File: src/rtl/itbd_pkg.sv
package itbd_pkg;

	localparam int VALUE_W     = 32;
	localparam int RADIX_W     = 6;
	localparam int DIGIT_W     = 6;
	localparam int CHAR_W      = 7;
	localparam int CNT_W       = $clog2(VALUE_W + 1);
	localparam int ADDR_W      = $clog2(VALUE_W);
	localparam int QUEUE_DEPTH = 2;
	localparam int QPTR_W      = $clog2(QUEUE_DEPTH);
	localparam int QCNT_W      = $clog2(QUEUE_DEPTH + 1);

	localparam logic [RADIX_W-1:0] RADIX_MIN   = RADIX_W'(2);
	localparam logic [RADIX_W-1:0] RADIX_MAX   = RADIX_W'(36);
	localparam logic [RADIX_W-1:0] RADIX_RESET = RADIX_W'(10);
	localparam logic [DIGIT_W-1:0] FIRST_LETTER_DIGIT = DIGIT_W'(10);
	localparam logic [CHAR_W-1:0]  CHAR_ZERO   = CHAR_W'(48);
	localparam logic [CHAR_W-1:0]  CHAR_A      = CHAR_W'(97);
	localparam logic [CHAR_W-1:0]  CHAR_MINUS  = CHAR_W'(45);

	localparam logic CFG_RADIX       = 1'b0;
	localparam logic CFG_SIGNED_MODE = 1'b1;

	typedef struct packed {
		logic [VALUE_W-1:0] mag;
		logic               neg;
		logic [RADIX_W-1:0] radix;
		logic [VALUE_W-1:0] recip;
	} job_t;

	// floor(2^32 / radix): the quotient estimate is exact or one short
	function automatic logic [VALUE_W-1:0] recip_of(input logic [RADIX_W-1:0] r);
		logic [VALUE_W-1:0] m;
		case (r)
			6'd2:    m = 32'd2147483648;
			6'd3:    m = 32'd1431655765;
			6'd4:    m = 32'd1073741824;
			6'd5:    m = 32'd858993459;
			6'd6:    m = 32'd715827882;
			6'd7:    m = 32'd613566756;
			6'd8:    m = 32'd536870912;
			6'd9:    m = 32'd477218588;
			6'd10:   m = 32'd429496729;
			6'd11:   m = 32'd390451572;
			6'd12:   m = 32'd357913941;
			6'd13:   m = 32'd330382099;
			6'd14:   m = 32'd306783378;
			6'd15:   m = 32'd286331153;
			6'd16:   m = 32'd268435456;
			6'd17:   m = 32'd252645135;
			6'd18:   m = 32'd238609294;
			6'd19:   m = 32'd226050910;
			6'd20:   m = 32'd214748364;
			6'd21:   m = 32'd204522252;
			6'd22:   m = 32'd195225786;
			6'd23:   m = 32'd186737708;
			6'd24:   m = 32'd178956970;
			6'd25:   m = 32'd171798691;
			6'd26:   m = 32'd165191049;
			6'd27:   m = 32'd159072862;
			6'd28:   m = 32'd153391689;
			6'd29:   m = 32'd148102320;
			6'd30:   m = 32'd143165576;
			6'd31:   m = 32'd138547332;
			6'd32:   m = 32'd134217728;
			6'd33:   m = 32'd130150524;
			6'd34:   m = 32'd126322567;
			6'd35:   m = 32'd122713351;
			6'd36:   m = 32'd119304647;
			default: m = 32'd429496729;
		endcase
		return m;
	endfunction

	function automatic logic [CHAR_W-1:0] digit_char(input logic [DIGIT_W-1:0] d);
		logic [CHAR_W-1:0] c;
		if (d < FIRST_LETTER_DIGIT) begin
			c = CHAR_ZERO + CHAR_W'(d);
		end else begin
			c = CHAR_A + CHAR_W'(d - FIRST_LETTER_DIGIT);
		end
		return c;
	endfunction

endpackage

File: src/rtl/itbd_front.sv
module itbd_front import itbd_pkg::*; (
	input  logic               clk,
	input  logic               arst_n,
	input  logic               cfg_we,
	input  logic               cfg_index,
	input  logic [RADIX_W-1:0] cfg_data,
	input  logic               value_valid,
	output logic               value_stall,
	input  logic [VALUE_W-1:0] value,
	input  logic               queue_full,
	output logic               push,
	output job_t               job
);

	logic [RADIX_W-1:0] radix_q;
	logic               signed_mode_q;
	logic [RADIX_W-1:0] radix_eff;
	logic               neg;

	always_ff @(posedge clk or negedge arst_n) begin
		if (!arst_n) begin
			radix_q       <= RADIX_RESET;
			signed_mode_q <= 1'b0;
		end else if (cfg_we) begin
			unique case (cfg_index)
				CFG_RADIX:       radix_q       <= cfg_data;
				CFG_SIGNED_MODE: signed_mode_q <= cfg_data[0];
				default:         radix_q       <= radix_q;
			endcase
		end
	end

	always_comb begin
		if (radix_q < RADIX_MIN) begin
			radix_eff = RADIX_MIN;
		end else if (radix_q > RADIX_MAX) begin
			radix_eff = RADIX_MAX;
		end else begin
			radix_eff = radix_q;
		end
	end

	assign neg         = signed_mode_q & value[VALUE_W-1];
	assign value_stall = queue_full;
	assign push        = value_valid & ~queue_full;

	assign job.mag   = neg ? (~value + VALUE_W'(1)) : value;
	assign job.neg   = neg;
	assign job.radix = radix_eff;
	assign job.recip = recip_of(radix_eff);

endmodule

File: src/rtl/itbd_queue.sv
module itbd_queue import itbd_pkg::*; (
	input  logic clk,
	input  logic arst_n,
	input  logic push,
	input  job_t push_job,
	output logic full,
	input  logic pop,
	output job_t pop_job,
	output logic empty
);

	job_t              slot_q [QUEUE_DEPTH];
	logic [QPTR_W-1:0] wr_ptr_q;
	logic [QPTR_W-1:0] rd_ptr_q;
	logic [QCNT_W-1:0] count_q;

	assign full    = (count_q == QCNT_W'(QUEUE_DEPTH));
	assign empty   = (count_q == '0);
	assign pop_job = slot_q[rd_ptr_q];

	always_ff @(posedge clk) begin
		if (push) begin
			slot_q[wr_ptr_q] <= push_job;
		end
	end

	always_ff @(posedge clk or negedge arst_n) begin
		if (!arst_n) begin
			wr_ptr_q <= '0;
			rd_ptr_q <= '0;
			count_q  <= '0;
		end else begin
			if (push) begin
				wr_ptr_q <= wr_ptr_q + QPTR_W'(1);
			end
			if (pop) begin
				rd_ptr_q <= rd_ptr_q + QPTR_W'(1);
			end
			if (push && !pop) begin
				count_q <= count_q + QCNT_W'(1);
			end else if (pop && !push) begin
				count_q <= count_q - QCNT_W'(1);
			end
		end
	end

endmodule

File: src/rtl/itbd_back.sv
module itbd_back import itbd_pkg::*; (
	input  logic              clk,
	input  logic              arst_n,
	input  job_t              job,
	input  logic              queue_empty,
	output logic              pop,
	output logic              char_valid,
	input  logic              char_stall,
	output logic [CHAR_W-1:0] char_code,
	output logic              last
);

	typedef enum logic [4:0] {
		ST_IDLE = 5'b00001,
		ST_MUL  = 5'b00010,
		ST_FIX  = 5'b00100,
		ST_SIGN = 5'b01000,
		ST_EMIT = 5'b10000
	} state_t;

	state_t             state_q;
	logic [VALUE_W-1:0] quot_q;
	logic               neg_q;
	logic [RADIX_W-1:0] radix_q;
	logic [VALUE_W-1:0] recip_q;
	logic [VALUE_W-1:0] prod_hi_q;
	logic [CNT_W-1:0]   cnt_q;
	logic [CNT_W-1:0]   rd_cnt_q;
	logic               buf_valid_q;
	logic               buf_last_q;
	logic [DIGIT_W-1:0] rd_data_q;
	logic               out_valid_q;
	logic [CHAR_W-1:0]  out_char_q;
	logic               out_last_q;

	logic [DIGIT_W-1:0] digit_mem [VALUE_W];

	logic [2*VALUE_W-1:0] prod;
	logic [CHAR_W-1:0]    qr_low;
	logic [CHAR_W-1:0]    rem_est;
	logic                 fix_up;
	logic [VALUE_W-1:0]   quot_next;
	logic [DIGIT_W-1:0]   digit;
	logic                 div_done;
	logic                 out_free;
	logic                 rd_en;
	logic                 sign_push;
	logic                 emit_done;

	assign prod      = quot_q * recip_q;
	assign qr_low    = CHAR_W'(prod_hi_q[CHAR_W-1:0] * radix_q);
	assign rem_est   = quot_q[CHAR_W-1:0] - qr_low;
	assign fix_up    = (rem_est >= CHAR_W'(radix_q));
	assign quot_next = prod_hi_q + VALUE_W'(fix_up);
	assign digit     = DIGIT_W'(fix_up ? (rem_est - CHAR_W'(radix_q)) : rem_est);
	assign div_done  = (quot_next == '0) || (cnt_q == CNT_W'(VALUE_W - 1));

	assign pop       = (state_q == ST_IDLE) && !queue_empty;
	assign out_free  = !out_valid_q || !char_stall;
	assign rd_en     = (state_q == ST_EMIT) && (rd_cnt_q != '0) && (!buf_valid_q || out_free);
	assign sign_push = (state_q == ST_SIGN) && out_free;
	assign emit_done = (rd_cnt_q == '0) && (!buf_valid_q || out_free);

	assign char_valid = out_valid_q;
	assign char_code  = out_char_q;
	assign last       = out_last_q;

	always_ff @(posedge clk or negedge arst_n) begin
		if (!arst_n) begin
			state_q  <= ST_IDLE;
			quot_q   <= '0;
			cnt_q    <= '0;
			rd_cnt_q <= '0;
			neg_q    <= 1'b0;
		end else begin
			unique case (state_q)
				ST_IDLE: begin
					if (pop) begin
						quot_q  <= job.mag;
						neg_q   <= job.neg;
						cnt_q   <= '0;
						state_q <= ST_MUL;
					end
				end
				ST_MUL: begin
					state_q <= ST_FIX;
				end
				ST_FIX: begin
					quot_q <= quot_next;
					cnt_q  <= cnt_q + CNT_W'(1);
					if (div_done) begin
						rd_cnt_q <= cnt_q + CNT_W'(1);
						state_q  <= neg_q ? ST_SIGN : ST_EMIT;
					end else begin
						state_q <= ST_MUL;
					end
				end
				ST_SIGN: begin
					if (sign_push) begin
						state_q <= ST_EMIT;
					end
				end
				ST_EMIT: begin
					if (rd_en) begin
						rd_cnt_q <= rd_cnt_q - CNT_W'(1);
					end
					if (emit_done) begin
						state_q <= ST_IDLE;
					end
				end
				default: state_q <= ST_IDLE;
			endcase
		end
	end

	// job fields and product, no reset needed
	always_ff @(posedge clk) begin
		if (pop) begin
			radix_q <= job.radix;
			recip_q <= job.recip;
		end
		if (state_q == ST_MUL) begin
			prod_hi_q <= prod[2*VALUE_W-1:VALUE_W];
		end
	end

	// digit store, least significant digit at address zero
	always_ff @(posedge clk) begin
		if (state_q == ST_FIX) begin
			digit_mem[cnt_q[ADDR_W-1:0]] <= digit;
		end
	end

	always_ff @(posedge clk) begin
		if (rd_en) begin
			rd_data_q  <= digit_mem[rd_cnt_q[ADDR_W-1:0] - ADDR_W'(1)];
			buf_last_q <= (rd_cnt_q == CNT_W'(1));
		end
	end

	always_ff @(posedge clk or negedge arst_n) begin
		if (!arst_n) begin
			buf_valid_q <= 1'b0;
		end else if (rd_en) begin
			buf_valid_q <= 1'b1;
		end else if (buf_valid_q && out_free) begin
			buf_valid_q <= 1'b0;
		end
	end

	// output register
	always_ff @(posedge clk or negedge arst_n) begin
		if (!arst_n) begin
			out_valid_q <= 1'b0;
		end else if (out_free) begin
			out_valid_q <= buf_valid_q || sign_push;
		end
	end

	always_ff @(posedge clk) begin
		if (out_free) begin
			if (buf_valid_q) begin
				out_char_q <= digit_char(rd_data_q);
				out_last_q <= buf_last_q;
			end else if (sign_push) begin
				out_char_q <= CHAR_MINUS;
				out_last_q <= 1'b0;
			end
		end
	end

endmodule

File: src/rtl/integer_to_base_digits.sv
// channel   payload              handshake
// value     value[31:0]          value_valid / value_stall
// char      char_code[6:0], last char_valid / char_stall
// cfg       cfg_index, cfg_data  cfg_we
//
// each digit passes through the back part as a 32x32 reciprocal multiply, then a
// correction step that writes the digit store; characters then leave one per cycle
// while char_stall is low
// the front part and a two-entry queue take new values while the back part works
// arst_n clears control state and sets radix 10, unsigned
// char_stall holds the output register; the digit store read waits behind it
module integer_to_base_digits import itbd_pkg::*; (
	input  logic               clk,
	input  logic               arst_n,
	input  logic               cfg_we,
	input  logic               cfg_index,
	input  logic [RADIX_W-1:0] cfg_data,
	input  logic               value_valid,
	output logic               value_stall,
	input  logic [VALUE_W-1:0] value,
	output logic               char_valid,
	input  logic               char_stall,
	output logic [CHAR_W-1:0]  char_code,
	output logic               last
);

	job_t push_job;
	job_t pop_job;
	logic push;
	logic pop;
	logic queue_full;
	logic queue_empty;

	itbd_front u_front (
		.clk         (clk),
		.arst_n      (arst_n),
		.cfg_we      (cfg_we),
		.cfg_index   (cfg_index),
		.cfg_data    (cfg_data),
		.value_valid (value_valid),
		.value_stall (value_stall),
		.value       (value),
		.queue_full  (queue_full),
		.push        (push),
		.job         (push_job)
	);

	itbd_queue u_queue (
		.clk      (clk),
		.arst_n   (arst_n),
		.push     (push),
		.push_job (push_job),
		.full     (queue_full),
		.pop      (pop),
		.pop_job  (pop_job),
		.empty    (queue_empty)
	);

	itbd_back u_back (
		.clk         (clk),
		.arst_n      (arst_n),
		.job         (pop_job),
		.queue_empty (queue_empty),
		.pop         (pop),
		.char_valid  (char_valid),
		.char_stall  (char_stall),
		.char_code   (char_code),
		.last        (last)
	);

endmodule

File: config.mk
export PLATFORM = sky130hd
export DESIGN_NAME = integer_to_base_digits
export DESIGN_NICKNAME = d
export VERILOG_FILES = /design/src/rtl/itbd_pkg.sv /design/src/rtl/itbd_front.sv /design/src/rtl/itbd_queue.sv /design/src/rtl/itbd_back.sv /design/src/rtl/integer_to_base_digits.sv
export SDC_FILE = /design/constraint.sdc
export NUM_CORES = 2
export LEC_CHECK = 0
export BUFFER_PORTS_ARGS = -buffer_cell sky130_fd_sc_hd__buf_4
export CORE_AREA = 8 8 340 342
export CTS_BUF_LIST = sky130_fd_sc_hd__clkbuf_16
export CTS_CLUSTER_SIZE = 40
export DETAILED_ROUTE_END_ITERATION = 10
export DIE_AREA = 0 0 348 350
export PLACE_DENSITY = 0.77
export SETUP_SLACK_MARGIN = 0.15
export SLEW_MARGIN = 20
export SYNTH_ARGS = -nofsm -noshare
export SYNTH_HDL_FRONTEND = slang
export SYNTH_HIERARCHICAL = 1
export SYNTH_SLANG_ARGS = --single-unit
File: constraint.sdc
create_clock -name clk -period 9 [get_ports clk]
set_clock_uncertainty 0.1 [all_clocks]
set_input_delay 1.35 -clock clk [delete_from_list [all_inputs] [get_ports clk]]
set_output_delay 1.35 -clock clk [all_outputs]
set_load 0.05 [all_outputs]
=== Word level (Yosys, flattened, before mapping) ===
Memories as Yosys holds them, arrays and structs flattened. A register that Yosys moved wholly into a read port is not among the register bits.
Index checks and enable logic that the tools add are counted.

* Bits in latches: 0
* Memories kept: 3
* Bits in read-only memories: 2048
* Word-level logic and storage cells: 123
* Memory bits (writable): 334
* Flip-flop bits (word level): 142

* Add/subtract/negate cells: 14
* Div/mod/pow operators: 0
* Reductions and logical operators: 34
* Multiply operators: 2
* Mux-type cells: 30
* Order comparisons: 4
* Bitwise gates (word level): 5
* Eq/ne operators: 13
* Shift operators: 0

{| class="wikitable"
|+ Memories
! name !! depth !! width !! rd ports !! clocked after Yosys merged registers in !! write ports !! line !! source
|-
| (no name shown) || 64 || 32 || 1 || 0 || 0 || itbd_pkg.sv:34 || <nowiki>case (r)</nowiki>
|-
| u_back.digit_mem || 32 || 6 || 1 || 1 || 1 || itbd_back.sv:36 || <nowiki>logic [DIGIT_W-1:0] digit_mem [VALUE_W];</nowiki>
|-
| u_queue.slot_q || 2 || 71 || 1 || 0 || 1 || itbd_queue.sv:12 || <nowiki>job_t slot_q [QUEUE_DEPTH];</nowiki>
|}

{| class="wikitable"
|+ Operators by type and width
! kind !! number
|-
| 32-bit by 32-bit multiplier with 64-bit output || 1
|-
| 32-bit two-way mux || 2
|-
| 32-bit one-hot mux with 2 select lines || 1
|-
| 6-bit two-way mux || 6
|-
| 32-bit by 1-bit adder with 32-bit output || 1
|-
| 32-bit by 1-bit adder with 32-bit output (second input constant) || 1
|-
| 32-bit zero test || 1
|-
| 32-bit inverter || 1
|-
| 5-bit two-way mux || 5
|-
| 5-bit one-hot mux with 5 select lines || 1
|-
| 6-bit one-hot mux with 2 select lines || 2
|-
| 7-bit two-way mux || 3
|-
| 2-bit AND reduction || 5
|-
| 2-bit nonzero test || 5
|-
| 1-bit logical AND || 8
|-
| 1-bit two-way mux || 8
|-
| 2-bit by 1-bit != test with 1-bit output (second input constant) || 4
|-
| 6-bit by 6-bit adder with 7-bit output (first input constant) || 1
|-
| 7-bit adder (first input constant) || 1
|-
| 7-bit by 6-bit >= comparator with 1-bit output || 1
|-
| 7-bit by 6-bit multiplier with 7-bit output || 1
|-
| 6-bit by 4-bit subtractor with 7-bit output (second input constant) || 1
|-
| 7-bit subtractor || 1
|-
| 6-bit by 1-bit adder with 6-bit output (second input constant) || 1
|-
| other kinds (27) || 40
|}

=== Longest topological paths before layout ===
* Depth after elaboration: 8
* Gate-level depth with buffers: 33
* Mapped depth without buffers: 30

=== Cells and area by module ===
Netlist, hierarchy kept.

{| class="wikitable"
|+ By module, submodules not included
! module !! cells each !! seq. area each (um^2) !! instances !! area an instance (um^2)
|-
| itbd_back || 4622 || 9620.5 || 1 || 47362.9
|-
| itbd_queue || 237 || 4364.2 || 1 || 5660.4
|-
| itbd_front || 409 || 177.7 || 1 || 2646.3
|}

=== Worst setup path before layout ===
OpenSTA, ideal clock, no wires.

* Path kind: reg-to-reg
* From: register u_back.quot_q[9]
* To: register u_back.prod_hi_q[30] (data pin)
* Setup time: 0.258 ns
* Setup slack: 1.280 ns
* Clock period less this slack: 7.720 ns
* Cell stages (with the launch flop): 26
* Arrival: 7.362 ns
* Path buffers: 1
* Path through: dfrtp_1 -> clkbuf_1 -> and2_1 -> fa_1 -> inv_1 -> fa_1 -> inv_1 -> fa_1 -> inv_1 -> fa_1 -> inv_1 -> fa_1 -> fa_1 -> fa_1 -> fa_1 -> ha_1 -> nand3_1 -> or3_1 -> or4b_2 -> o22ai_1 -> o21ai_0 -> a211oi_1 -> o21bai_1 -> a21oi_1 -> a21oi_1 -> xnor2_1

* Word-level cells in the longest chain between the ends: 1

{| class="wikitable"
|+ Ends and longest elaborated chain
! item !! line !! source
|-
| start, declared || itbd_back.sv:22 || <nowiki>logic [VALUE_W-1:0] quot_q;</nowiki>
|-
| start signal, assigned || itbd_back.sv:79 || <nowiki>quot_q <= job.mag;</nowiki>
|-
| start signal, assigned || itbd_back.sv:89 || <nowiki>quot_q <= quot_next;</nowiki>
|-
| 32-bit by 32-bit multiplier with 64-bit output || itbd_back.sv:50 || <nowiki>assign prod = quot_q * recip_q;</nowiki>
|-
| net u_back.prod[62] || itbd_back.sv:38 || <nowiki>logic [2*VALUE_W-1:0] prod;</nowiki>
|-
| end signal, assigned || itbd_back.sv:123 || <nowiki>prod_hi_q <= prod[2*VALUE_W-1:VALUE_W];</nowiki>
|-
| end, declared || itbd_back.sv:26 || <nowiki>logic [VALUE_W-1:0] prod_hi_q;</nowiki>
|}

The timed path passes the listed nets, and every way through them passes these cells.
A chain may end at the register's enable or synchronous reset.

=== Worst setup path after layout ===
* From: register u_back.recip_q[11]
* To: register u_back.prod_hi_q[31] (data pin)

* Word-level cells in the longest chain between the ends: 1

{| class="wikitable"
|+ Ends and longest elaborated chain
! item !! line !! source
|-
| start, declared || itbd_back.sv:25 || <nowiki>logic [VALUE_W-1:0] recip_q;</nowiki>
|-
| start signal, assigned || itbd_back.sv:120 || <nowiki>recip_q <= job.recip;</nowiki>
|-
| 32-bit by 32-bit multiplier with 64-bit output || itbd_back.sv:50 ||
|-
| net u_back.prod[63] || itbd_back.sv:38 ||
|}

The timed path passes the listed nets, and every way through them passes these cells.

==> out/metrics.yaml <==
cts.sinks: 482
port_buffers: 53
crit_path_start_kind: "register"
netlist_area_mm2: 0.0557
antenna_found_initial: 14
dp_hpwl_um: 115000
ys_seq_elements: 482
setup_violations: 0
hold_viol: 0
cp-end-kind: "register"
grt_overflow: 0
nets: 6475
outcome: "completed"
die_width_um: 348
fp.dieH_um: 350
synth_edf_count: 419
post-route-min-period_ns: 8.69
netlist_instances: 5268
ant_nets: 0
synth_simple_gate_area_frac: 0.138
synth.distinct_cells: 86
final_cells: 6746
syn2layout_area_growth_pct: 7.28
synth_xor_area_frac: 0.0219
max_freq_mhz: 115
muxShareOfSynthArea: 0.0552
r2r_setup_slack_ns: 0.31
final_layout_size_suffix_gt1_frac: 0.0929
fin_tns_setup_ns: 0
dieArea_mm2: 0.122
cts.path.max_buffers: 3
synthAdderAreaFrac: 0.396
via_count: 38400
synthArstFlopShare: 0.131
synth_top_family_by_area: "adder cells"
reg2regPathDepth: 24
worstReg2RegStart: "u_back/recip_q[11]$_DFFE_PP_"
crit_path_cell_trace: "buf_4, and2_1, fa_1, inv_1, fa_1, fa_1, fa_1, inv_1, fa_1, fa_1, fa_1, fa_1, ha_2, nand3_1, or3_1, or4b_2, o22ai_2, buf_4, o21ai_0, a211oi_2, o21bai_1, a21oi_2, mux2i_1, and4_1"
multi_input_area_mm2: 0.0367
holdPathEnd: "u_back/state_q[4]$_DFFE_PN0P_"
drv_slew: 0
grt_pass1_vias: 41500
required_ns: 9.39
cts-root-buf: "clkbuf_16"
worstSkewPairLatency_ns: 0.63
rsz0062_at_grt: "yes"
htree_num_levels: 2
synth_nets: 6530
io_pins: 54
worst_r2r_endpoint: "u_back/prod_hi_q[31]$_DFFE_PP_"
min_path_cells: 1
gp_congestion: 0.982
clk_pin_slew_ns: 0.06
start_util: 0.506
synth_compound_area_frac: 0.0461
syn_avg_cell_area_um2: 10.6
place_inst: 6642
fin_crit_sh: 0.965
fillerInstances: 9200
wl_per_cell_um: 22.2
ys.flop_type: "edfxtp_1"
yosysSeqAreaShare: 0.254
grt_usage: 0.248
cts_tree: "built"
max_slew_margin: 0.312
wl_um: 150000
whs_ns: 0.383
worstHoldStart: "u_back/neg_q$_DFFE_PN0P_"
crit_fanout: 32
rows: 122
ff_latch_area_mm2: 0.0142
worst_pin_slew_ns: 1.03
drtPass1Iterations: 6
core_area_mm2: 0.110
worstPathArrival_ns: 9.08
grt_pass1_wl_um: 235000
drt_iter0_markers: 3319
cts_made_buffers: 50
path_class: "reg -> reg"
max_cap_violations: 0
grt_max_degree: 72
cpMostUsedCell: "fa_1"
hp-class: "reg -> reg"
slowest_stage: "or4b_2"
drc: 0
vias_per_cell: 5.70
yosysWarnings: 6
critical_path.max_stage_delay_ns: 0.64
## state kept, by name, summed over array words and instances, names as in the netlist, 2 cells and up
signal            count
u_back/quot_q        32
u_back/recip_q       32
u_back/rd_data_q      6
u_back/radix_q        6
u_front/radix_q       6
u_queue/slot_q      142
u_back/state_q        5
u_back/prod_hi_q     32
u_back/digit_mem    192
u_queue/count_q       2
u_back/cnt_q          6
u_back/rd_cnt_q       6
u_back/char_code      7
## layout make-up
cell class | count | area share
multi-input cells | 3525 | 0.615
clock inverters | 42 | 0.00784
well taps | 1488 | 0.0312
inverters | 963 | 0.0605
clock buffers | 50 | 0.0210
diodes | 5 | 0.000210
flip-flops and latches | 482 | 0.237
repair buffers | 191 | 0.0271
## how the worst max path moves through the flow
stage                     cells after the start                              to  slack, ns                           from
final                                        24  u_back/prod_hi_q[31]$_DFFE_PP_       0.31   u_back/recip_q[11]$_DFFE_PP_
after detailed placement                     24  u_back/prod_hi_q[31]$_DFFE_PP_      -0.02  u_back/quot_q[13]$_DFFE_PN0P_
after global routing                         24  u_back/prod_hi_q[26]$_DFFE_PP_       0.15   u_back/recip_q[11]$_DFFE_PP_
after floorplan                              25  u_back/prod_hi_q[30]$_DFFE_PP_       1.28   u_back/quot_q[9]$_DFFE_PN0P_
after global placement                       25  u_back/prod_hi_q[26]$_DFFE_PP_       0.10  u_back/quot_q[18]$_DFFE_PN0P_
after CTS                                    24  u_back/prod_hi_q[31]$_DFFE_PP_       0.17    u_back/recip_q[7]$_DFFE_PP_
## critical path: cells and delay by family, from the launching register on
| kind | cells | cell delay (ns) |
|---|---|---|
| AND/OR/NAND/NOR | 5 | 1.55 |
| buffers and inverters | 4 | 0.57 |
| multiplexers | 1 | 0.23 |
| adder cells (fa/ha/maj) | 9 | 4.48 |
| flip-flops | 1 | 0.35 |
| AO/OA/AOI/OAI | 5 | 1.25 |
## cells in the mapped netlist (26+ instances only)
| library cell | number | area [um^2] |
|---|---|---|
| a21o_1 | 43 | 323 |
| a21oi_1 | 106 | 531 |
| and2_1 | 484 | 3030 |
| clkbuf_1 | 264 | 991 |
| dfrtp_1 | 60 | 1500 |
| edfxtp_1 | 419 | 12600 |
| fa_1 | 908 | 18200 |
| ha_1 | 310 | 3880 |
| inv_1 | 963 | 3610 |
| mux2_4 | 69 | 1040 |
| mux2i_1 | 47 | 470 |
| mux4_2 | 60 | 1350 |
| nand2_1 | 731 | 2740 |
| nand3_1 | 46 | 230 |
| nand4_1 | 26 | 163 |
| nor2_1 | 126 | 473 |
| nor3_1 | 33 | 165 |
| o21ai_0 | 105 | 526 |
| xnor2_1 | 78 | 683 |
| xor2_1 | 61 | 534 |
## placed cells by master (no fill, tap or decap), types with 20 or more instances in the layout
master	instances
and2_1	483
mux4_2	60
a21oi_1	104
inv_1	966
and3_1	22
dfrtp_1	46
xor2_1	61
o21ai_0	101
edfxtp_1	419
buf_4	174
nand4_1	26
a31oi_1	21
mux2i_1	46
nor2_1	125
nand2_1	731
nand3_1	46
fa_1	908
clkbuf_16	50
nor3_1	33
ha_1	308
mux2_4	69
nand2b_1	20
a21o_1	43
xnor2_1	76
## metal layers
metal,global-route usage,vias to the layer above,routed length (um)
met2,0.403,1962,69600
li1,-,16400,-
met3,0.0560,501,15100
met1,0.312,19600,55800
met5,0,-,39
met4,0.127,6,9030
## what timing repair did
action / 4_1_cts / 5_1_grt
buffers inserted: 0 / 6
gates resized for setup: 6 / 16
hold buffers: 0 / 0
setup endpoints to repair: 4 / 8
## stage by stage
stage | worst slack [ns] | utilization | instance area, um^2
finish | 0.311 | 0.543 | 59700
global route | 0.147 | 0.543 | 59700
CTS | 0.170 | 0.541 | 59600
detailed placement | -0.0234 | 0.526 | 57900
global placement | 0.100 | 0.526 | 57900
floorplan | 1.28 | - | 55700
## cell families (layout without fill, tap and decap cells)
family / after synthesis / after routing
AND/OR/NAND/NOR: 1571 / 1571
buffers and inverters: 1261 / 1246
adder cells (fa/ha/maj): 1218 / 1218
flip-flops: 482 / 482
AO/OA/AOI/OAI: 402 / 402
multiplexers: 195 / 195
XOR/XNOR: 139 / 139
other: 0 / 5
Power is left out: the tool's default activity adds up to more than one toggle a clock period on the data nets, which glitch-free logic cannot reach.
